$ cat src/hdl/pcov_pkg.sv
// Shared types and constants for the postage stamp coverage unit.
// No dependencies; imported by pcov_step_unit and postage_stamp_coverage_unit.
`default_nettype none

package pcov_pkg;

   // Field widths
   localparam int DENOM_W = 8;   // one stamp denomination
   localparam int COV_W   = 12;  // coverage value and table value counter
   localparam int STAMP_W = 4;   // stamp count held per table entry
   localparam int BEST_W  = 5;   // running minimum, one code above the largest count

   // Largest value the table is ever walked to
   localparam int COV_CAP = 4095;

   // Running minimum start: no combination found yet
   localparam logic [BEST_W-1:0] BEST_NONE = 5'd16;

   // Register reset value
   localparam logic [STAMP_W-1:0] MAX_STAMPS_RST = 4'd1;

   // Parameter defaults
   localparam int DEF_MAX_DENOMS  = 16;
   localparam int DEF_TABLE_DEPTH = 4096;

   // Control from the sequencer to the step unit
   typedef struct packed {
      logic issue;  // a denomination read was issued this cycle
      logic clear;  // restart the running minimum for a new value
   } pcov_step_ctl_type;

endpackage : pcov_pkg

`default_nettype wire

$ cat src/hdl/pcov_step_unit.sv
// Shared compare/subtract and minimum unit of the coverage walk.
// Depends on pcov_pkg; driven by the sequencer in postage_stamp_coverage_unit.
`default_nettype none

module pcov_step_unit #(
   parameter int TBL_AW = 12
) (
   input  wire logic                          clock,
   input  wire logic                          reset,
   input  wire pcov_pkg::pcov_step_ctl_type   ctl,
   input  wire logic [pcov_pkg::COV_W-1:0]    value,
   input  wire logic [pcov_pkg::DENOM_W-1:0]  denom,
   input  wire logic [pcov_pkg::STAMP_W-1:0]  tbl_data,
   output logic      [TBL_AW-1:0]             tbl_addr,
   output logic      [pcov_pkg::BEST_W-1:0]   best,
   output logic                               busy
);

   import pcov_pkg::*;

   logic              s1_vld_ff;
   logic              s2_vld_ff;
   logic              s2_skip_ff;
   logic              s2_one_ff;
   logic [BEST_W-1:0] best_ff;
   logic [BEST_W-1:0] best_in;

   logic [COV_W-1:0]  denom_ext;
   logic [COV_W-1:0]  diff;
   logic              skip;
   logic              one;
   logic [BEST_W-1:0] cand;
   logic              take;

   // Stage 1: compare denomination with value, form the remainder address
   assign denom_ext = {{(COV_W-DENOM_W){1'b0}}, denom};
   assign diff      = value - denom_ext;
   assign skip      = (denom == '0) || (denom_ext > value);
   assign one       = (denom_ext == value);
   assign tbl_addr  = diff[TBL_AW-1:0];

   // Stage 2: candidate count and running minimum
   always_comb begin
      if (s2_one_ff) begin
         cand = BEST_W'(1);
      end else begin
         cand = {1'b0, tbl_data} + BEST_W'(1);
      end
      take = s2_vld_ff && !s2_skip_ff && (s2_one_ff || (tbl_data != '0)) && (cand < best_ff);
      if (ctl.clear) begin
         best_in = BEST_NONE;
      end else if (take) begin
         best_in = cand;
      end else begin
         best_in = best_ff;
      end
   end

   // Advance the pipeline
   always_ff @(posedge clock) begin
      if (reset) begin
         s1_vld_ff <= 1'b0;
         s2_vld_ff <= 1'b0;
         best_ff   <= BEST_NONE;
      end else begin
         s1_vld_ff <= ctl.issue;
         s2_vld_ff <= s1_vld_ff;
         best_ff   <= best_in;
      end
      s2_skip_ff <= skip;
      s2_one_ff  <= one;
   end

   assign best = best_ff;
   assign busy = s1_vld_ff || s2_vld_ff;

   // Checks
   a_clear_idle: assert property (@(posedge clock) disable iff (reset)
      ctl.clear |-> !busy)
      else $error("running minimum cleared while steps are in flight");
   a_best_range: assert property (@(posedge clock) disable iff (reset)
      best_ff != '0 && best_ff <= BEST_NONE)
      else $error("running minimum out of range");
   a_issue_flow: assert property (@(posedge clock) disable iff (reset)
      ctl.issue |=> s1_vld_ff ##1 s2_vld_ff)
      else $error("issued step lost in pipeline");

endmodule : pcov_step_unit

`default_nettype wire

$ cat config.mk
export PLATFORM = sky130hd
export DESIGN_NAME = pcov_step_unit
export DESIGN_NICKNAME = d
export VERILOG_FILES = /design/src/hdl/pcov_pkg.sv /design/src/hdl/pcov_step_unit.sv
export SDC_FILE = /design/constraint.sdc
export NUM_CORES = 1
export LEC_CHECK = 0
export BUFFER_PORTS_ARGS = -buffer_cell sky130_fd_sc_hd__buf_2
export CORE_MARGIN = 2
export CORE_UTILIZATION = 49
export CTS_CLUSTER_SIZE = 25
export DETAILED_ROUTE_END_ITERATION = 10
export HOLD_SLACK_MARGIN = 0.12
export PLACE_DENSITY = 0.81
export SLEW_MARGIN = 20
export SYNTH_ARGS = -nofsm -noshare
export SYNTH_HDL_FRONTEND = slang
export SYNTH_SLANG_ARGS = --single-unit
$ cat constraint.sdc
create_clock -name clock -period 3.75 [get_ports clock]
set_clock_uncertainty 0.05 [all_clocks]
set_input_delay 0.75 -clock clock [delete_from_list [all_inputs] [get_ports clock]]
set_output_delay 0.75 -clock clock [all_outputs]
set_load 0.01 [all_outputs]
==> metrics.cfg <==
[power]
p_comb_share_pct = 45.5
p_leak_nw = 0.643
sw_frac_of_total_pct = 35.4
p_sw_mw = 0.113
p_per_area_nw_per_um2 = 259
seq_power_share_pct = 31.1
power.internal_mw = 0.205
ir_worst_vdd_uv = 143
power_frac_clock_pct = 23.4
p_total_mw = 0.318

[drt]
dr.pass1.iters = 5
dr_total_vias = 1020
wl_per_cell_um = 11.5
final_antenna_net_count = 0
viasPerCell = 5.26
drc = 0
wl_met3_um = 98
drt_first_iter_violations = 8
wl_um = 2240
wl_met2_um = 1170
drt-met1-wl_um = 972
top_layer_used = met3

[sta]
fin_crit_sh_pct = 87.3
finalMaxSlewViolations = 0
hold_violations = 0
slew_headroom_pct = 67.8
rsz0062_at_grt = false
tightestPinTransition_ps = 477
setup_viol = 0
finalSetupTns_ps = 0
worst_slack_ps = 477
finalCriticalPeriod_ps = 3270
clock.fmax_mhz = 305

[yosys]
synth.distinct_cells = 30
syn_area_um2 = 945
syn_nets = 163
seq_area_frac_synth_pct = 19.1
synth_top_cell_by_area = dfxtp_1
avgSynthCellArea_um2 = 7.87
syn-instance-count = 120
synth_top_area_share_pct = 19.1
ys_ff_latch = 9
yosys_warnings = 0
ys_top_cells_by_area = dfxtp_1 19%, ha_1 19%, inv_1 7.9%

[grt]
grt_pass1_wl_um = 3560
grtUsageTotal_pct = 21.2
grt_pass1_vias = 931
antenna_found_initial = 0
overflow = 0
grt_max_degree = 10

[floorplan]
die_width_um = 47.9
die_y_um = 47.9
coreArea_um2 = 1760
io_pins = 46
num_rows = 15
floorplan.initialDensity_pct = 53.5
die_area_um2 = 2290

[cells_and_area]
layout.cells.non_filler = 194
stdcell_area_um2 = 1230
antenna_cells = 0
syn_to_final_growth_pct = 29.9
layout.nets = 213
layout-drive-gt1-share_pct = 31.4

[worst_setup_path]
crit_fanout = 3
startpoint_type = input port
path_class = in2out
r2r_cells = 6
required_ps = 2950
arrival_ps = 2470
end_kind = output pin

[clocking]
tritoncts = yes
ctsHoldBuffers = 0
cts_max_path_buffers = 2
cts-resized-gates = 0
h-tree-depth = 1
clock_latency_ps = 260
cts_buffers = 3
cts_sinks = 9
cts_root_buffer = clkbuf_4
clkTransAtPathRegs_ps = 60
post-cts-setup-buffer-count = 0

[place]
pre_cts_slack_ps = 487
placed_area_um2 = 1200
io_buffers = 45
dp_cells = 190
hpwl_um = 1920
gp_congestion = 0.813

[status]
outcome = finished, final reports clean

[worst_hold_path]
holdPathStages = 1
min_path_type = reg2reg

[run]
max_cap_viol_count = 0

## final timing paths
path,start,to,slack (ps)
setup / recovery,value[0],tbl_addr[10],480
hold / removal,s1_vld_ff,s2_vld_ff,410
setup reg to reg,s2_one_ff,best[4],1760
hold reg to reg,s1_vld_ff,s2_vld_ff,410
## cell usage in the layout, fill, tap and decap left out, types with 2 or more instances in the layout
master,Yosys,layout
nor4b_1,2,2
inv_1,20,20
nand2_1,6,6
nor2b_1,4,4
o21ai_0,6,6
xor2_1,6,6
xnor2_1,6,6
buf_2,0,45
a21o_1,3,3
a31oi_1,2,2
nor4_1,6,6
dfxtp_1,9,9
nand2b_1,2,2
nand3b_1,2,2
a21oi_1,6,6
or2_2,2,2
nor2_1,6,6
nand3_1,6,6
ha_1,14,14
clkbuf_4,0,3
## routing by layer
metal  track usage, %  up-vias
met1             24.3      469
li1                 -      520
met2             40.0       31
met4             4.32        0
met3             4.15        0
met5                0        -
## stage by stage
step	util, %	hold WS, ps
finish	69.6	413
global route	69.6	431
CTS	69.6	414
detailed placement	68.1	405
global placement	68.1	393
floorplan	-	379
## final cells by class
class | count | area [um2]
tap | 25 | 31.3
timing repair buffer | 45 | 225
multi-input combinational | 91 | 689
clock buffer | 4 | 26.3
sequential | 9 | 180
fill | 156 | 537
inverter | 20 | 75.1
## cell usage after synthesis
cell type,number
fa_1,1
o221ai_2,1
nand2_1,6
xor2_1,6
or2_2,2
ha_1,14
nor3_1,1
a21boi_0,1
a211oi_2,1
a21oi_1,6
a21o_1,3
nor4_1,6
nor2b_1,4
o311ai_0,1
nand4_1,1
and4b_1,1
mux2i_1,1
o21ai_0,6
nor4b_1,2
o31a_1,1
nand3b_1,2
nor2_1,6
and3_2,1
inv_1,20
xnor2_1,6
nand2b_1,2
dfxtp_1,9
o21a_1,1
nand3_1,6
a31oi_1,2
## logic make-up after synthesis
kind of cell / Yosys count / synth area share [%]
compound gates: 23 / 16.4
xor+xnor: 12 / 11.1
fa+ha+maj: 15 / 20.7
buf+inv: 20 / 7.95
flops: 9 / 19.1
mux: 1 / 1.06
simple gates: 40 / 23.7
## power by group through the flow
stage               Sequential, mW  Clock [mW]  Combinational (mW)
global placement             0.101           0               0.140
floorplan                    0.101           0              0.0878
detailed placement           0.101           0               0.144
CTS                         0.0988      0.0768               0.145
global route                0.0990      0.0802               0.160
finish                      0.0988      0.0744               0.145
## state kept, by name (all words and copies together), names as in the netlist
signal / count
s2_one_ff: 1
s2_vld_ff: 1
s2_skip_ff: 1
s1_vld_ff: 1
best: 5
## worst max-delay path, cell delays in order
cell and delay (ps):
buf_2 70, inv_1 30, ha_1 210, fa_1 410
nor2b_1 180, o21ai_0 130, a31oi_1 280, nor4_1 100
xor2_1 150, buf_2 150
No activity file was read; power rests on OpenSTA's default activity.
