--- src/hdl/pcov_ram.sv ---
// Simple single-port-write, single-port-read memory with registered read data.
// Depends on nothing; used for the denomination store and the stamp table.
`default_nettype none

module pcov_ram #(
   parameter int WIDTH = 8,
   parameter int DEPTH = 16,
   parameter int AW    = (DEPTH > 1) ? $clog2(DEPTH) : 1
) (
   input  wire logic             clock,
   input  wire logic             wr_en,
   input  wire logic [AW-1:0]    wr_addr,
   input  wire logic [WIDTH-1:0] wr_data,
   input  wire logic [AW-1:0]    rd_addr,
   output logic      [WIDTH-1:0] rd_data_ff
);

   logic [WIDTH-1:0] mem [DEPTH];

   // Write port
   always_ff @(posedge clock) begin
      if (wr_en) begin
         mem[wr_addr] <= wr_data;
      end
   end

   // Registered read port
   always_ff @(posedge clock) begin
      rd_data_ff <= mem[rd_addr];
   end

endmodule : pcov_ram

`default_nettype wire

--- config.mk ---
export PLATFORM = sky130hd
export DESIGN_NAME = pcov_ram
export DESIGN_NICKNAME = d
export VERILOG_FILES = /design/src/hdl/pcov_ram.sv
export SDC_FILE = /design/constraint.sdc
export NUM_CORES = 1
export LEC_CHECK = 0
export ABC_CLOCK_PERIOD_IN_PS = 2100
export BUFFER_PORTS_ARGS = -buffer_cell sky130_fd_sc_hd__buf_2
export CAP_MARGIN = 20
export CORE_ASPECT_RATIO = 1.1
export CORE_UTILIZATION = 55
export DETAILED_ROUTE_END_ITERATION = 10
export PLACE_DENSITY = 0.73
export SYNTH_ARGS = -nofsm -noshare
export SYNTH_HDL_FRONTEND = slang
export SYNTH_SLANG_ARGS = --single-unit
--- constraint.sdc ---
create_clock -name clock -period 2.1 [get_ports clock]
set_clock_uncertainty 0.2 [all_clocks]
set_input_delay 0.105 -clock clock [delete_from_list [all_inputs] [get_ports clock]]
set_output_delay 0.105 -clock clock [all_outputs]
set_load 0.05 [all_outputs]
==> results of run 1 <==
==> worst reg2reg max path: stages, from the launching register on <==
cell      delay, ns
edfxtp_1       0.36
mux4_2         0.47
a22oi_1        0.32
nand2_1        0.11
==> cells in the final DEF (no fill, tap or decap), drive strengths merged <==
master       Yosys  final
clkinv           0      3
nand3            1      1
clkinvlp         0      5
or3b             1      1
dfxtp            8      8
nor2            13     13
and2b            1      1
and2             1      1
nand2            9      9
nor2b            1      1
a22oi           16     16
dlygate4sd3      0     17
clkbuf           0     20
edfxtp         128    128
nor3             4      4
buf              7     44
nand3b           2      2
bufinv           0      4
mux4            32     32
nand2b           2      2
==> report_power, final <==
group          internal (uW)  switching (uW)
Combinational            141             220
Clock                   1920            1040
Sequential              3040            19.4
Total                   5100            1270
==> final timing paths <==
kind / startpoint / to / slack, ns / cells after the start
max: wr_addr[2] / mem[2][4]$_DFFE_PP_ / 0.06 / 5
min: rd_addr[1] / rd_data_ff[2]$_DFF_P_ / 0.08 / 5
max reg2reg: mem[3][6]$_DFFE_PP_ / rd_data_ff[6]$_DFF_P_ / 0.52 / 3
min reg2reg: mem[9][2]$_DFFE_PP_ / rd_data_ff[2]$_DFF_P_ / 0.49 / 3
==> flip-flops by register name (all words and copies together), names as in the netlist <==
| signal | count |
|---|---|
| rd_data_ff | 8 |
| mem | 128 |
==> final cells by class <==
type / instances / area [um2] / share of cell area
flip-flops and latches: 136 / 4000 / 0.639
multi-input cells: 83 / 1060 / 0.169
repair buffers: 61 / 463 / 0.0739
well taps: 114 / 143 / 0.0228
clock inverters: 12 / 176 / 0.0281
clock buffers: 20 / 425 / 0.0679
==> stage by stage <==
step	cell area, um2	hold slack, ns
6_report	6270	0.0756
5_1_grt	6270	0.0879
4_1_cts	6270	0.0517
3_5_place_dp	5500	0.305
3_3_place_gp	5500	0.294
2_1_floorplan	5150	0.00387
==> cells by family after synthesis <==
| group | after synthesis | share of synthesized area |
|---|---|---|
| buffers and inverters | 10 | 0.0168 |
| AOI/OAI and AO/OA | 16 | 0.0233 |
| muxes | 32 | 0.150 |
| DFF | 136 | 0.778 |
| and+or+nand+nor | 35 | 0.0318 |
==> layer usage <==
metal | up-vias | global-route usage | wire (um)
met2 | 100 | 0.370 | 5050
met4 | 0 | 0.0757 | 146
met3 | 12 | 0.0768 | 634
met1 | 1262 | 0.283 | 3810
li1 | 1113 | - | -
met5 | - | 0 | 0
==> out/results.tsv, run 1 <==
stage	metric	value	unit
timing	min cycle time layout	2.04	ns
clock_network	# hold bufs at CTS	17	
global_routing	All-Layer GR Usage	0.225	
die	FP Rows	36	
timing	relative slew slack	0.718	
worst_setup_path	crit path launch type	primary input	
timing	f_max	490	MHz
clock_network	cts bufs inserted	17	
detailed_routing	vias per cell	5.84	
die	# IOs	26	
detailed_routing	DRT Pass-1 Iters	4	
worst_setup_path	CP Cell Sequence	dlygate4sd3_1, buf_2, or3b_2, nor2_1, dlygate4sd3_1	
timing	final hold vios	0	
placement	Placement Setup Slack	0.368	ns
global_routing	initial antenna violation count	0	
die	die area	9750	um2
layout	share of cells above drive strength 1	0.295	
synthesis	Top FF cell, synth	edfxtp_1	
timing	final worst slack	0.0583	ns
synthesis	sequential area share after synthesis	0.778	
detailed_routing	drt initial violations	322	
worst_setup_path	Buf/Inv on CP	3	
placement	placed insts	377	
timing	max-slew violations	0	
worst_setup_path	crit-path leading delay family	buffers and inverters	
placement	Port Buffers	25	
global_routing	vias in the first global route	2633	
layout	non-filler cells, final	426	
synthesis	post-synth cell types	19	
synthesis	Mapped Avg Cell Area	22.5	um2
power_and_ir_drop	total power	6370	uW
synthesis	Post-Syn Area	5150	um2
synthesis	Post-synth EDFFs	128	
synthesis	leading area contributor after synthesis	edfxtp_1	
clock_network	clock slew at reported path FFs	0.06	ns
global_routing	first-pass GRT wire length	14700	um
power_and_ir_drop	maximum vdd drop	668	uV
detailed_routing	DRC violations left	0	
timing	Setup Viol. Count Final	0	
layout	area grow syn2layout	21.8	%
worst_hold_path	worst hold path type	in -> reg	
synthesis	most frequent cells after synthesis	128 x edfxtp_1, 18 x mux4_2, 16 x a22oi_1	
power_and_ir_drop	PD cells	1020	nW/um2
synthesis	top-area cell type share of the netlist area	0.747	
clock_network	clk root buf	clkbuf_8	
clock_network	CTS tree	yes	
power_and_ir_drop	leakage power	0.00216	uW
worst_setup_path	CP Class	in -> reg	
clock_network	Worst-Skew Late Latency	0.50	ns
outcome	status	finished clean	
worst_setup_path	CP max FO	4	
worst_setup_path	WP data arrival	2.05	ns
synthesis	synth warn	0	
layout	layout net count	317	
synthesis	ys async rst share	0	
die	Die Span Y	103	um
die	chip width	94.2	um
timing	Final TNS setup	0	ns
run	max cap viols	0	
clock_network	Clock Tree Buf Depth	2	
synthesis	Synth area leaders	edfxtp_1 75%, mux4_2 7.9%, mux4_1 7.1%, dfxtp_1 3.1%, a22oi_1 2.3%	
clock_network	CTS HTree Levels	4	
worst_setup_path	CP required	2.11	ns
synthesis	Synthesized Nets	247	
worst_setup_path	slowest CP cell	dlygate4sd3_1	
worst_setup_path	CP max stage delay	0.62	ns
synthesis	Synth Register Bits	136	
global_routing	global route overflow	0	
placement	Final HPWL DP	5700	um
timing	RSZ-0062 raised after global routing	false	
worst_setup_path	cell mode on critical path	dlygate4sd3_1	
synthesis	most frequent cell after synthesis	edfxtp_1	
worst_setup_path	CP endpoint kind	register	
detailed_routing	Post-DRT Antenna Nets	0	
die	initial core utilization	0.574	
clock_network	PostCTS Resize Cnt	0	
placement	Placer Congestion	0.719	
detailed_routing	WL/cell	22.6	um
layout	Final Util	0.699	
global_routing	largest net degree at the start of global routing	33	
timing	Slew @ Worst Pin	0.422	ns
clock_network	setup bufs post-CTS	0	
clock_network	CTS sink count	136	
layout	diode count	0	
layout	fill count	516	
detailed_routing	via count	2487	
synthesis	Gate Count Post-Synth	229	
detailed_routing	final wirelength	9640	um
die	Core ar.	8960	um2
timing	Final Cycle Share	0.972	
Note: power is estimated with default switching activity, not from simulation.
==> run 2, diff against run 1 <==
==> config.mk (replaced) <==
export PLATFORM = sky130hd
export DESIGN_NAME = pcov_ram
export DESIGN_NICKNAME = d
export VERILOG_FILES = /design/src/hdl/pcov_ram.sv
export SDC_FILE = /design/constraint.sdc
export NUM_CORES = 1
export LEC_CHECK = 0
export ABC_CLOCK_PERIOD_IN_PS = 1700
export BUFFER_PORTS_ARGS = -buffer_cell sky130_fd_sc_hd__buf_2
export CAP_MARGIN = 20
export CORE_ASPECT_RATIO = 1.1
export CORE_UTILIZATION = 54
export DETAILED_ROUTE_END_ITERATION = 10
export PLACE_DENSITY = 0.74
export SYNTH_ARGS = -nofsm -noshare
export SYNTH_HDL_FRONTEND = slang
export SYNTH_SLANG_ARGS = --single-unit
==> constraint.sdc (replaced) <==
create_clock -name clock -period 1.7 [get_ports clock]
set_clock_uncertainty 0.2 [all_clocks]
set_input_delay 0.085 -clock clock [delete_from_list [all_inputs] [get_ports clock]]
set_output_delay 0.085 -clock clock [all_outputs]
set_load 0.05 [all_outputs]
==> out/results.tsv, run 2 (synthesis gave the netlist of run 1 again) <==
stage	metric	value	unit	change
die	FP Rows	37		+2.8%
power_and_ir_drop	leakage power	0.00217	uW	+0.65%
timing	final worst slack	0.0266	ns	-0.0317 ns
worst_setup_path	CP required	1.73	ns	-0.38 ns
layout	Final Cell Area	6270	um2	about the same
layout	Largest regs	mem x128, rd_data_ff x8		
worst_setup_path	R2R setup slack	0.12	ns	-0.40 ns
layout	area grow syn2layout	21.9	%	about the same
timing	Slew @ Worst Pin	0.736	ns	+0.314 ns
detailed_routing	vias per cell	6.08		+4.1%
global_routing	initial antenna violation count	0		unchanged
layout	fill count	586		+14%
timing	worst hold margin	0.0400	ns	-0.0356 ns
die	Core ar.	9310	um2	+3.8%
timing	f_max	598	MHz	
die	chip width	95.1	um	+0.90%
worst_hold_path	worst min-delay path startpoint	wr_addr[2]		
global_routing	All-Layer GR Usage	0.224		-0.000675
detailed_routing	DRT Pass-1 Iters	4		unchanged
timing	Setup Viol. Count Final	0		unchanged
placement	Placer Congestion	0.815		+13%
power_and_ir_drop	maximum vdd drop	936	uV	+40%
layout	layout net count	315		-0.63%
power_and_ir_drop	PD cells	1270	nW/um2	+25%
placement	Placement Setup Slack	0.0297	ns	-0.338 ns
detailed_routing	DRC violations left	0		unchanged
die	initial core utilization	0.553		-0.0211
worst_setup_path	CP endpoint kind	register		
timing	relative slew slack	0.508		-0.209
worst_hold_path	worst hold path type	in -> reg		
placement	placed cell area	5530	um2	+0.52%
global_routing	first-pass GRT wire length	14700	um	+0.57%
clock_network	cts bufs inserted	17		unchanged
worst_setup_path	CP max FO	8		+4
worst_setup_path	origin of the critical flop-to-flop path	mem[1][1]$_DFFE_PP_		
die	die area	9930	um2	+1.8%
timing	Final Cycle Share	0.984		
detailed_routing	via count	2595		+4.3%
worst_setup_path	WP data arrival	1.71	ns	-0.34 ns
layout	number of flip-flops in the largest register	128		unchanged
worst_setup_path	CP Class	in -> reg		
layout	most frequent cells in the layout	128 x edfxtp_1, 25 x buf_2, 18 x mux4_2		
worst_setup_path	Critical path origin	wr_addr[1]		
clock_network	setup bufs post-CTS	0		unchanged
clock_network	Clock Tree Buf Depth	2		unchanged
timing	min cycle time layout	1.67	ns	
clock_network	clock slew at reported path FFs	0.06	ns	about the same
layout	diode count	0		unchanged
clock_network	clk root buf	clkbuf_8		
power_and_ir_drop	total power	7960	uW	+25%
detailed_routing	Post-DRT Antenna Nets	0		unchanged
outcome	status	finished clean		
worst_setup_path	crit path launch type	primary input		
die	# IOs	26		unchanged
placement	Port Buffers	25		unchanged
placement	Final HPWL DP	5730	um	+0.43%
global_routing	largest net degree at the start of global routing	33		unchanged
clock_network	CTS sink count	136		unchanged
layout	Biggest register	mem		
layout	leading cell type in the layout, fill and taps excluded	edfxtp_1		
layout	share of cells above drive strength 1	0.310		+0.0148
clock_network	CTS HTree Levels	4		unchanged
detailed_routing	final wirelength	9690	um	+0.55%
detailed_routing	drt initial violations	214		-34%
global_routing	vias in the first global route	2668		+1.3%
timing	final hold vios	0		unchanged
clock_network	Worst-Skew Late Latency	0.53	ns	+0.03 ns
global_routing	global route overflow	0		unchanged
run	max cap viols	0		unchanged
timing	max-slew violations	0		unchanged
detailed_routing	WL/cell	22.7	um	+0.31%
timing	RSZ-0062 raised after global routing	false		
die	Die Span Y	104	um	+0.90%
timing	Final TNS setup	0	ns	unchanged
clock_network	CTS tree	yes		
[run 2: per-layer routing]
| layer | vias up | wire [um] | track usage |
|---|---|---|---|
| met4 | 0 | 335 | 0.120 |
| met3 | 33 | 650 | 0.0680 |
| met5 | - | 0 | 0 |
| met2 | 125 | 5070 | 0.348 |
| met1 | 1329 | 3640 | 0.281 |
| li1 | 1108 | - | - |
[run 2: power by group]
part	internal [uW]	switching [uW]	leakage, uW
Clock	2410	1330	0.000297
Combinational	176	271	0.000652
Sequential	3750	21.3	0.00122
[run 2: area by class of cell]
class / count / area [um2] / share of cell area
timing repair buffer: 59 / 453 / 0.0722
clock inverter: 13 / 178 / 0.0283
multi-input combinational: 83 / 1060 / 0.169
tap: 117 / 146 / 0.0233
sequential: 136 / 4000 / 0.638
clock buffer: 19 / 432 / 0.0688
[run 2: metrics by stage]
| step | utilization | cells |
|---|---|---|
| floorplan | - | 229 |
| CTS | 0.674 | 427 |
| global route | 0.674 | 427 |
| global placement | 0.594 | 381 |
| detailed placement | 0.594 | 381 |
| finish | 0.674 | 427 |
[run 2: repair_timing]
| item | in CTS | in global routing |
|---|---|---|
| endpoints found under the hold margin | 168 | 0 |
| endpoints found under the setup margin | 0 | 0 |
| gates resized for setup | 0 | 0 |
| hold buffers | 14 | 0 |
[run 2: path summary, 6_finish.rpt]
| check | endpoint | depth (start not counted) |
|---|---|---|
| max | mem[0][1]$_DFFE_PP_ | 5 |
| min | mem[1][7]$_DFFE_PP_ | 4 |
| max reg2reg | rd_data_ff[1]$_DFF_P_ | 3 |
| min reg2reg | rd_data_ff[2]$_DFF_P_ | 3 |
[run 2: critical path, cell delays in order]
cell           delay, ns
dlygate4sd3_1       0.53
buf_2               0.17
nor3_2              0.16
dlygate4sd3_1       0.57
buf_4               0.18
